$ cat config.mk
export PLATFORM = sky130hd
export DESIGN_NAME = particle_box_and_proximity_check
export DESIGN_NICKNAME = d
export VERILOG_FILES = /design/src/rtl/pbpc_pkg.sv /design/src/rtl/pbpc_ram.sv /design/src/rtl/pbpc_sqacc.sv /design/src/rtl/pbpc_seq.sv /design/src/rtl/particle_box_and_proximity_check.sv
export VERILOG_INCLUDE_DIRS = /design/src /design/src/rtl
export SDC_FILE = /design/constraint.sdc
export NUM_CORES = 2
export LEC_CHECK = 0
export ABC_AREA = 1
export BUFFER_PORTS_ARGS = -buffer_cell sky130_fd_sc_hd__buf_4
export CORE_UTILIZATION = 45
export CTS_CLUSTER_SIZE = 30
export DETAILED_ROUTE_END_ITERATION = 10
export HOLD_SLACK_MARGIN = 0.08
export PLACE_DENSITY = 0.6
export SLEW_MARGIN = 25
export SYNTH_ARGS = -nofsm -noshare
export SYNTH_HDL_FRONTEND = slang
export SYNTH_SLANG_ARGS = --single-unit
$ cat constraint.sdc
create_clock -name clk -period 13.76 [get_ports clk]
set_input_delay 2.752 -clock clk [delete_from_list [all_inputs] [get_ports clk]]
set_output_delay 2.752 -clock clk [all_outputs]
set_load 0.05 [all_outputs]
$ cat src/rtl/particle_box_and_proximity_check_macros.svh
// assertion macros used by the particle proximity check sequencer
`ifndef PARTICLE_BOX_AND_PROXIMITY_CHECK_MACROS_SVH
`define PARTICLE_BOX_AND_PROXIMITY_CHECK_MACROS_SVH

// same-cycle implication, checked outside reset
`define PBPC_ASSERT_NOW(lbl, ante, cons, msg) \
  lbl: assert property (@(posedge clk) disable iff (!rst_n) (ante) |-> (cons)) \
    else $error(msg);

// next-cycle implication, checked outside reset
`define PBPC_ASSERT_NEXT(lbl, ante, cons, msg) \
  lbl: assert property (@(posedge clk) disable iff (!rst_n) (ante) |=> (cons)) \
    else $error(msg);

`endif

$ cat src/rtl/pbpc_pkg.sv
// types and constants of the particle proximity check
package pbpc_pkg;

  localparam int COORD_W    = 16;
  localparam int POS_W      = 3 * COORD_W;
  localparam int HALF_BOX_W = 15;
  localparam int DSQ_W      = 34;
  localparam int PIDX_W     = 7;
  localparam int PART_W     = 6;
  localparam int CCNT_W     = 6;
  localparam int CFG_IDX_W  = 1;
  localparam int CFG_DATA_W = DSQ_W;

  localparam logic [HALF_BOX_W-1:0] HALF_BOX_RST  = 15'd1920;
  localparam logic [DSQ_W-1:0]      RADIUS_SQ_RST = 34'd65536;

  localparam logic [CFG_IDX_W-1:0] REG_HALF_BOX  = 1'd0;
  localparam logic [CFG_IDX_W-1:0] REG_RADIUS_SQ = 1'd1;

  localparam logic KIND_SUMMARY = 1'b0;
  localparam logic KIND_PAIR    = 1'b1;

  typedef enum logic [2:0] {
    ST_IDLE,
    ST_READ,
    ST_SQ,
    ST_ADD,
    ST_TEST,
    ST_SUM,
    ST_FULL
  } pbpc_state_t;

  typedef enum logic [1:0] {
    AXIS_X,
    AXIS_Y,
    AXIS_Z
  } axis_t;

  typedef enum logic [1:0] {
    ACC_HOLD,
    ACC_CLEAR,
    ACC_ADD
  } acc_op_t;

  // control from the sequencer to the square-accumulate unit
  typedef struct packed {
    logic    sq_en;
    axis_t   axis;
    acc_op_t acc_op;
  } sqacc_ctl_t;

endpackage

$ cat src/rtl/pbpc_ram.sv
// generic single-write, registered-read ram
module pbpc_ram #(
  parameter int WIDTH = 48,
  parameter int DEPTH = 64
) (
  input  logic                     clk,
  input  logic                     we,
  input  logic [$clog2(DEPTH)-1:0] waddr,
  input  logic [WIDTH-1:0]         wdata,
  input  logic                     re,
  input  logic [$clog2(DEPTH)-1:0] raddr,
  output logic [WIDTH-1:0]         rdata
);

  logic [WIDTH-1:0] mem [DEPTH];
  logic [WIDTH-1:0] rdata_r;

  always_ff @(posedge clk) begin
    if (we) begin
      mem[waddr] <= wdata;
    end
    if (re) begin
      rdata_r <= mem[raddr];
    end
  end

  assign rdata = rdata_r;

endmodule

$ cat src/rtl/pbpc_sqacc.sv
// shared unit: per-axis difference, square and sum of squares
module pbpc_sqacc (
  input  logic                            clk,
  input  logic [pbpc_pkg::POS_W-1:0]      cur_pos,
  input  logic [pbpc_pkg::POS_W-1:0]      store_pos,
  input  pbpc_pkg::sqacc_ctl_t            ctl,
  output logic [pbpc_pkg::DSQ_W-1:0]      acc
);

  import pbpc_pkg::*;

  logic signed [COORD_W-1:0] a_sel;
  logic signed [COORD_W-1:0] b_sel;
  logic signed [COORD_W:0]   diff;
  logic [COORD_W:0]          diff_abs;
  logic [COORD_W-1:0]        mag;
  logic [2*COORD_W-1:0]      prod_r;
  logic [DSQ_W-1:0]          acc_r;

  always_comb begin
    case (ctl.axis)
      AXIS_X: begin
        a_sel = cur_pos[COORD_W-1:0];
        b_sel = store_pos[COORD_W-1:0];
      end
      AXIS_Y: begin
        a_sel = cur_pos[2*COORD_W-1:COORD_W];
        b_sel = store_pos[2*COORD_W-1:COORD_W];
      end
      AXIS_Z: begin
        a_sel = cur_pos[3*COORD_W-1:2*COORD_W];
        b_sel = store_pos[3*COORD_W-1:2*COORD_W];
      end
      default: begin
        a_sel = cur_pos[COORD_W-1:0];
        b_sel = store_pos[COORD_W-1:0];
      end
    endcase
  end

  // difference needs 17 bits, its magnitude fits in 16
  assign diff     = {a_sel[COORD_W-1], a_sel} - {b_sel[COORD_W-1], b_sel};
  assign diff_abs = diff[COORD_W] ? -diff : diff;
  assign mag      = diff_abs[COORD_W-1:0];

  always_ff @(posedge clk) begin
    if (ctl.sq_en) begin
      prod_r <= mag * mag;
    end
    case (ctl.acc_op)
      ACC_CLEAR: acc_r <= '0;
      ACC_ADD:   acc_r <= acc_r + DSQ_W'(prod_r);
      default:   acc_r <= acc_r;
    endcase
  end

  assign acc = acc_r;

endmodule

$ cat src/rtl/pbpc_seq.sv
// sequencer: handshakes, partner loop, store bookkeeping, result register
`include "particle_box_and_proximity_check_macros.svh"

module pbpc_seq #(
  parameter int MAX_PARTICLES = 64
) (
  input  logic                                 clk,
  input  logic                                 rst_n,
  input  logic                                 in_valid,
  output logic                                 in_ready,
  input  logic signed [pbpc_pkg::COORD_W-1:0]  in_pos_x,
  input  logic signed [pbpc_pkg::COORD_W-1:0]  in_pos_y,
  input  logic signed [pbpc_pkg::COORD_W-1:0]  in_pos_z,
  input  logic                                 in_first,
  output logic                                 out_valid,
  input  logic                                 out_ready,
  output logic                                 out_kind,
  output logic [pbpc_pkg::PIDX_W-1:0]          out_particle_index,
  output logic [pbpc_pkg::PART_W-1:0]          out_partner_index,
  output logic [2:0]                           out_outside_mask,
  output logic [pbpc_pkg::CCNT_W-1:0]          out_close_count,
  output logic [pbpc_pkg::DSQ_W-1:0]           out_dist_sq,
  output logic                                 out_last,
  input  logic [pbpc_pkg::HALF_BOX_W-1:0]      half_box,
  input  logic [pbpc_pkg::DSQ_W-1:0]           radius_sq,
  output logic                                 ram_we,
  output logic [$clog2(MAX_PARTICLES)-1:0]     ram_waddr,
  output logic [pbpc_pkg::POS_W-1:0]           ram_wdata,
  output logic                                 ram_re,
  output logic [$clog2(MAX_PARTICLES)-1:0]     ram_raddr,
  output logic [pbpc_pkg::POS_W-1:0]           cur_pos,
  output pbpc_pkg::sqacc_ctl_t                 sq_ctl,
  input  logic [pbpc_pkg::DSQ_W-1:0]           acc
);

  import pbpc_pkg::*;

  localparam int ADDR_W = $clog2(MAX_PARTICLES);
  localparam int CNT_W  = $clog2(MAX_PARTICLES + 1);
  localparam logic [CNT_W-1:0]  MAX_CNT  = CNT_W'(MAX_PARTICLES);
  localparam logic [PIDX_W-1:0] FULL_IDX = PIDX_W'(MAX_PARTICLES);

  function automatic logic [COORD_W-1:0] coord_mag(input logic signed [COORD_W-1:0] v);
    return v[COORD_W-1] ? -v : v;
  endfunction

  pbpc_state_t state_r, state_nxt;

  logic [CNT_W-1:0]   cnt_r;
  logic [CNT_W-1:0]   idx_r;
  logic [CNT_W-1:0]   close_r;
  axis_t              axis_r;
  logic [POS_W-1:0]   pos_r;
  logic [2:0]         mask_r;

  logic               out_valid_r;
  logic               out_kind_r;
  logic [PIDX_W-1:0]  out_pidx_r;
  logic [PART_W-1:0]  out_part_r;
  logic [2:0]         out_mask_r;
  logic [CCNT_W-1:0]  out_ccnt_r;
  logic [DSQ_W-1:0]   out_dsq_r;
  logic               out_last_r;

  logic               in_accept;
  logic [CNT_W-1:0]   eff_cnt;
  logic [2:0]         in_mask;
  logic               out_free;
  logic               is_close;
  logic               idx_last;
  logic [31:0]        cnt_w32;
  logic [31:0]        idx_w32;
  logic [31:0]        close_w32;

  logic               pair_load;
  logic               step;
  logic               sum_load;
  logic               full_load;

  assign in_ready  = (state_r == ST_IDLE);
  assign in_accept = in_valid && in_ready;
  assign eff_cnt   = in_first ? '0 : cnt_r;
  assign out_free  = !out_valid_r || out_ready;
  assign is_close  = (acc <= radius_sq);
  assign idx_last  = ((idx_r + CNT_W'(1)) == cnt_r);
  assign cnt_w32   = 32'(cnt_r);
  assign idx_w32   = 32'(idx_r);
  assign close_w32 = 32'(close_r);

  assign in_mask[0] = coord_mag(in_pos_x) >= {1'b0, half_box};
  assign in_mask[1] = coord_mag(in_pos_y) >= {1'b0, half_box};
  assign in_mask[2] = coord_mag(in_pos_z) >= {1'b0, half_box};

  // next state
  always_comb begin
    state_nxt = state_r;
    case (state_r)
      ST_IDLE: begin
        if (in_accept) begin
          if (eff_cnt == MAX_CNT) begin
            state_nxt = ST_FULL;
          end else if (eff_cnt == '0) begin
            state_nxt = ST_SUM;
          end else begin
            state_nxt = ST_READ;
          end
        end
      end
      ST_READ: state_nxt = ST_SQ;
      ST_SQ: begin
        if (axis_r == AXIS_Z) begin
          state_nxt = ST_ADD;
        end
      end
      ST_ADD: state_nxt = ST_TEST;
      ST_TEST: begin
        if (!is_close || out_free) begin
          state_nxt = idx_last ? ST_SUM : ST_READ;
        end
      end
      ST_SUM, ST_FULL: begin
        if (out_free) begin
          state_nxt = ST_IDLE;
        end
      end
      default: state_nxt = ST_IDLE;
    endcase
  end

  // outputs of the state machine
  always_comb begin
    ram_re        = 1'b0;
    sq_ctl.sq_en  = 1'b0;
    sq_ctl.axis   = axis_r;
    sq_ctl.acc_op = ACC_HOLD;
    pair_load     = 1'b0;
    step          = 1'b0;
    sum_load      = 1'b0;
    full_load     = 1'b0;
    case (state_r)
      ST_READ: ram_re = 1'b1;
      ST_SQ: begin
        sq_ctl.sq_en  = 1'b1;
        sq_ctl.acc_op = (axis_r == AXIS_X) ? ACC_CLEAR : ACC_ADD;
      end
      ST_ADD: sq_ctl.acc_op = ACC_ADD;
      ST_TEST: begin
        pair_load = is_close && out_free;
        step      = !is_close || out_free;
      end
      ST_SUM:  sum_load  = out_free;
      ST_FULL: full_load = out_free;
      default: ;
    endcase
  end

  assign ram_we    = sum_load;
  assign ram_waddr = cnt_r[ADDR_W-1:0];
  assign ram_wdata = pos_r;
  assign ram_raddr = idx_r[ADDR_W-1:0];
  assign cur_pos   = pos_r;

  always_ff @(posedge clk) begin
    if (!rst_n) begin
      state_r     <= ST_IDLE;
      cnt_r       <= '0;
      idx_r       <= '0;
      close_r     <= '0;
      axis_r      <= AXIS_X;
      out_valid_r <= 1'b0;
    end else begin
      state_r <= state_nxt;
      if (in_accept) begin
        cnt_r   <= eff_cnt;
        idx_r   <= '0;
        close_r <= '0;
      end else if (sum_load) begin
        cnt_r <= cnt_r + CNT_W'(1);
      end
      if (step) begin
        idx_r <= idx_r + CNT_W'(1);
      end
      if (pair_load) begin
        close_r <= close_r + CNT_W'(1);
      end
      case (state_r)
        ST_READ: axis_r <= AXIS_X;
        ST_SQ: begin
          case (axis_r)
            AXIS_X:  axis_r <= AXIS_Y;
            AXIS_Y:  axis_r <= AXIS_Z;
            default: axis_r <= AXIS_X;
          endcase
        end
        default: axis_r <= axis_r;
      endcase
      if (pair_load || sum_load || full_load) begin
        out_valid_r <= 1'b1;
      end else if (out_ready) begin
        out_valid_r <= 1'b0;
      end
    end
  end

  // payload registers
  always_ff @(posedge clk) begin
    if (in_accept) begin
      pos_r  <= {in_pos_z, in_pos_y, in_pos_x};
      mask_r <= in_mask;
    end
    if (pair_load) begin
      out_kind_r <= KIND_PAIR;
      out_pidx_r <= cnt_w32[PIDX_W-1:0];
      out_part_r <= idx_w32[PART_W-1:0];
      out_mask_r <= '0;
      out_ccnt_r <= '0;
      out_dsq_r  <= acc;
      out_last_r <= 1'b0;
    end else if (sum_load || full_load) begin
      out_kind_r <= KIND_SUMMARY;
      out_pidx_r <= full_load ? FULL_IDX : cnt_w32[PIDX_W-1:0];
      out_part_r <= '0;
      out_mask_r <= mask_r;
      out_ccnt_r <= full_load ? '0 : close_w32[CCNT_W-1:0];
      out_dsq_r  <= '0;
      out_last_r <= 1'b1;
    end
  end

  assign out_valid          = out_valid_r;
  assign out_kind           = out_kind_r;
  assign out_particle_index = out_pidx_r;
  assign out_partner_index  = out_part_r;
  assign out_outside_mask   = out_mask_r;
  assign out_close_count    = out_ccnt_r;
  assign out_dist_sq        = out_dsq_r;
  assign out_last           = out_last_r;

  `PBPC_ASSERT_NOW(a_cnt_bound, 1'b1, cnt_r <= MAX_CNT, "stored count beyond store depth")
  `PBPC_ASSERT_NOW(a_idx_range, state_r == ST_READ || state_r == ST_SQ || state_r == ST_ADD || state_r == ST_TEST, idx_r < cnt_r, "partner index not below stored count")
  `PBPC_ASSERT_NEXT(a_full_path, in_accept && !in_first && cnt_r == MAX_CNT, state_r == ST_FULL, "full store not taken to full summary")
  `PBPC_ASSERT_NEXT(a_store_append, state_r == ST_SUM && out_free, state_r == ST_IDLE && cnt_r == $past(cnt_r) + CNT_W'(1), "summary did not append particle")

endmodule

$ cat src/rtl/particle_box_and_proximity_check.sv
// top level of the 3d particle box and proximity check
//
//  channel | direction | handshake             | payload
//  --------+-----------+-----------------------+------------------------------------------
//  in      | input     | in_valid / in_ready   | in_pos_x, in_pos_y, in_pos_z, in_first
//  out     | output    | out_valid / out_ready | out_kind ... out_dist_sq, out_last
//  cfg     | input     | cfg_we (no wait)      | cfg_index, cfg_wdata
//
// an item is accepted, then for each earlier particle in the store the sequencer
// does one store read, a squaring step per axis and a final add on the one shared
// 16x16 multiplier path, and a compare, then it writes one summary
// in_ready is high only while the sequencer is idle; the result register lets
// the next item in while the last summary still waits for out_ready
// a stalled close pair report holds the partner loop until it is taken
// synchronous active-low reset clears control and loads the register reset
// values; the position store is not cleared and needs no clearing pass
module particle_box_and_proximity_check #(
  parameter int MAX_PARTICLES = 64
) (
  input  logic                                 clk,
  input  logic                                 rst_n,
  input  logic                                 in_valid,
  output logic                                 in_ready,
  input  logic signed [pbpc_pkg::COORD_W-1:0]  in_pos_x,
  input  logic signed [pbpc_pkg::COORD_W-1:0]  in_pos_y,
  input  logic signed [pbpc_pkg::COORD_W-1:0]  in_pos_z,
  input  logic                                 in_first,
  output logic                                 out_valid,
  input  logic                                 out_ready,
  output logic                                 out_kind,
  output logic [pbpc_pkg::PIDX_W-1:0]          out_particle_index,
  output logic [pbpc_pkg::PART_W-1:0]          out_partner_index,
  output logic [2:0]                           out_outside_mask,
  output logic [pbpc_pkg::CCNT_W-1:0]          out_close_count,
  output logic [pbpc_pkg::DSQ_W-1:0]           out_dist_sq,
  output logic                                 out_last,
  input  logic                                 cfg_we,
  input  logic [pbpc_pkg::CFG_IDX_W-1:0]       cfg_index,
  input  logic [pbpc_pkg::CFG_DATA_W-1:0]      cfg_wdata
);

  import pbpc_pkg::*;

  localparam int ADDR_W = $clog2(MAX_PARTICLES);

  // configuration registers
  logic [HALF_BOX_W-1:0] half_box_r;
  logic [DSQ_W-1:0]      radius_sq_r;

  // store port between sequencer and ram
  logic              ram_we;
  logic [ADDR_W-1:0] ram_waddr;
  logic [POS_W-1:0]  ram_wdata;
  logic              ram_re;
  logic [ADDR_W-1:0] ram_raddr;
  logic [POS_W-1:0]  ram_rdata;

  // shared unit hookup
  logic [POS_W-1:0]  cur_pos;
  sqacc_ctl_t        sq_ctl;
  logic [DSQ_W-1:0]  acc;

  // register writes, only while idle by contract
  always_ff @(posedge clk) begin
    if (!rst_n) begin
      half_box_r  <= HALF_BOX_RST;
      radius_sq_r <= RADIUS_SQ_RST;
    end else if (cfg_we) begin
      case (cfg_index)
        REG_HALF_BOX:  half_box_r  <= cfg_wdata[HALF_BOX_W-1:0];
        REG_RADIUS_SQ: radius_sq_r <= cfg_wdata;
        default: ;
      endcase
    end
  end

  // position store, {z, y, x} per entry
  pbpc_ram #(
    .WIDTH (POS_W),
    .DEPTH (MAX_PARTICLES)
  ) u_store (
    .clk   (clk),
    .we    (ram_we),
    .waddr (ram_waddr),
    .wdata (ram_wdata),
    .re    (ram_re),
    .raddr (ram_raddr),
    .rdata (ram_rdata)
  );

  // difference, square and sum of squares, one axis per cycle
  pbpc_sqacc u_sqacc (
    .clk       (clk),
    .cur_pos   (cur_pos),
    .store_pos (ram_rdata),
    .ctl       (sq_ctl),
    .acc       (acc)
  );

  // sequencer with the partner loop and result register
  pbpc_seq #(
    .MAX_PARTICLES (MAX_PARTICLES)
  ) u_seq (
    .clk                (clk),
    .rst_n              (rst_n),
    .in_valid           (in_valid),
    .in_ready           (in_ready),
    .in_pos_x           (in_pos_x),
    .in_pos_y           (in_pos_y),
    .in_pos_z           (in_pos_z),
    .in_first           (in_first),
    .out_valid          (out_valid),
    .out_ready          (out_ready),
    .out_kind           (out_kind),
    .out_particle_index (out_particle_index),
    .out_partner_index  (out_partner_index),
    .out_outside_mask   (out_outside_mask),
    .out_close_count    (out_close_count),
    .out_dist_sq        (out_dist_sq),
    .out_last           (out_last),
    .half_box           (half_box_r),
    .radius_sq          (radius_sq_r),
    .ram_we             (ram_we),
    .ram_waddr          (ram_waddr),
    .ram_wdata          (ram_wdata),
    .ram_re             (ram_re),
    .ram_raddr          (ram_raddr),
    .cur_pos            (cur_pos),
    .sq_ctl             (sq_ctl),
    .acc                (acc)
  );

endmodule

==> qor.yml <==
status: "completed"
antenna_found_initial: 30
start_util_pct: 45.4
cap_violations: 0
avgViaCountPerCell: 6.12
first_pass_iters: 6
setup_viol: 0
critPathCaptureType: "flip-flop"
synth-edff-count: 3283
worstHoldPathType: "reg -> reg"
drive_gt1_share_pct: 8.40
wl_per_cell_um: 28.8
r2r_start: "u_seq.axis_r[1]$_SDFFE_PN0P_"
grt_busiest_layer: "met2"
rows: 206
cp_max_fo: 33
cts_buffers: 345
path_delay_family: "adder cells"
fin_setup_tns_ps: 0
yosys-top-cells-count: "edfxtp_1 (3283), nor2_1 (2415), o21ai_0 (2101)"
hold_viol_final: 0
regToRegEndpoint: "u_sqacc.prod_r[26]$_DFFE_PP_"
clock_latency_ps: 940
cts_tree: "done"
timing.max_slew.rel_slack_pct: 22.2
period_share_pct: 76.7
slew_violations: 0
synth.most_common_cell: "edfxtp_1"
num_vias: 98800
min_to: "radius_sq_r[3]$_SDFFE_PN0P_"
post_cts_buffers: 0
use_met2_pct: 44.3
cts.clk_slew.worst_paths_ps: 60
synth_top_area_share_pct: 68.7
critical-path-slowest-cell: "fa_1"
worstMarginPinSlew_ps: 1170
synth_nets: 12200
syn-mean-instance-area_um2: 12.3
pre_cts_ws_ps: 2910
synth.largest_area_cell: "edfxtp_1"
post-route-util_pct: 50.8
cp.required_ps: 14380
core-area_um2: 316000
fin_ws_ps: 3200
grt_pass1_vias: 93700
overflow: 0
io_pins: 149
worstSetupPathType: "reg -> reg"
clock-sinks: 3369
postCtsHoldBufs: 0
grt_usage_pct: 28.1
worstSetupStartpointType: "flip-flop"
reg2reg_slack_ps: 3200
async_reset_ff_share_pct: 0
ys.flop_type: "edfxtp_1"
place_hpwl_um: 264000
period_needed_ps: 10560
max_freq_mhz: 94.7
drt_iter0_markers: 14300
grt_pass1_wl_um: 661000
rsz0062_at_grt: "false"
min_from: "radius_sq_r[3]$_SDFFE_PN0P_"
worst_r2r_path_depth: 39
cp_num_buf_inv: 9
slowest_delay_ps: 570
finClkSkew_ps: 76.3
drc: 0
root_buffer: "clkbuf_16"
yosysSeqAreaShare_pct: 69.9
grt_util_met3_pct: 5.25
clockBufferDepth: 4
ys_warn_count: 0
port_buffers: 148
cts_resized: 0
worstHoldPathCells: 2
ant_nets: 0
synth_cell_types: 62
synthTopCellsByArea: "edfxtp_1 (69%), o21ai_0 (7.3%), nor2_1 (6.3%)"
drt-total-wl_um: 465000
die_area_um2: 321000
grt_start_max_net_pins: 191
place.gp.congestion: 0.897
cp.arrival_ps: 11180
h-tree-depth: 5
syn_inst: 11700
mappedNetlistArea_um2: 143000
die_y_um: 567
die_x_um: 567
synth_seq_cells: 3369
final_nets: 12200
use_met1_pct: 39.7
area_growth_pct: 12.0
cell type report:
type,count,area (um2)
Sequential cell,3369,100000
Multi-Input combinational cell,7015,38600
Clock buffer,428,9060
Clock inverter,191,1680
Inverter,575,2190
Fill cell,26900,155000
Antenna cell,4,10.0
Timing Repair Buffer,397,3490
Tap cell,4160,5200
logic make-up (layout without fill, tap and decap cells):
family / after synthesis / count (layout) / synth area share, %
buf+inv: 1305 / 1591 / 3.54
xor+xnor: 89 / 89 / 0.570
fa+ha+maj: 397 / 397 / 4.32
other cells: 0 / 4 / 0
simple gates: 3068 / 3068 / 8.31
flops: 3369 / 3369 / 69.9
compound gates: 3461 / 3461 / 13.3
tightest hold or removal path, delay by kind of cell (launching register included):
family                 cells  cell delay, ps
buffers and inverters      1              60
DFF                        1             290
AOI/OAI and AO/OA          1              60
metrics by stage:
stage | hold WS [ps] | std cells | cell area, um2
floorplan | 435 | 11700 | 143000
global placement | 441 | 15500 | 149000
detailed placement | 457 | 15500 | 150000
CTS | 465 | 16100 | 160000
global route | 489 | 16100 | 161000
finish | 458 | 16100 | 161000
layer usage:
metal | share of wire (%) | vias to the layer above | routed length [um]
met5 | 0.013 | - | 62
met4 | 3.3 | 12 | 15200
met3 | 10 | 762 | 47500
met2 | 46 | 5334 | 213000
met1 | 41 | 50000 | 189000
li1 | - | 42700 | -
placed cells by master (no fill, tap or decap), drive strengths merged, types with 163 or more instances in the layout:
cell type and n:
clkbuf 428, o22ai 942, inv 582, buf 397, edfxtp 3283, a21oi 234
o21ai 2102, ha 234, nor2 2426, fa 163, nand2 478
flip-flops by register name, summed over array words and instances (netlist names), 15 cells and up:
signal,cells
half_box_r,15
u_store.mem,3072
u_store.rdata,48
u_seq.cur_pos,48
radius_sq_r,34
u_sqacc.prod_r,31
u_seq.out_dist_sq,34
u_sqacc.acc,34
how the worst max path moves through the flow:
stage	start	to	slack, ps	cells past startpoint
floorplan	out_ready	u_seq.cnt_r[5]$_SDFFE_PN0P_	5160	6
global placement	u_seq.axis_r[0]$_SDFFE_PN0P_	u_sqacc.prod_r[26]$_DFFE_PP_	2980	38
detailed placement	u_seq.axis_r[0]$_SDFFE_PN0P_	u_sqacc.prod_r[26]$_DFFE_PP_	2910	38
CTS	u_seq.axis_r[0]$_SDFFE_PN0P_	u_sqacc.prod_r[26]$_DFFE_PP_	2850	38
global route	u_seq.axis_r[0]$_SDFFE_PN0P_	u_sqacc.prod_r[26]$_DFFE_PP_	2460	39
finish	u_seq.axis_r[1]$_SDFFE_PN0P_	u_sqacc.prod_r[26]$_DFFE_PP_	3200	39
Power is not shown: default switching activity piles up to over one toggle a cycle in this logic, so the estimate is an artifact.
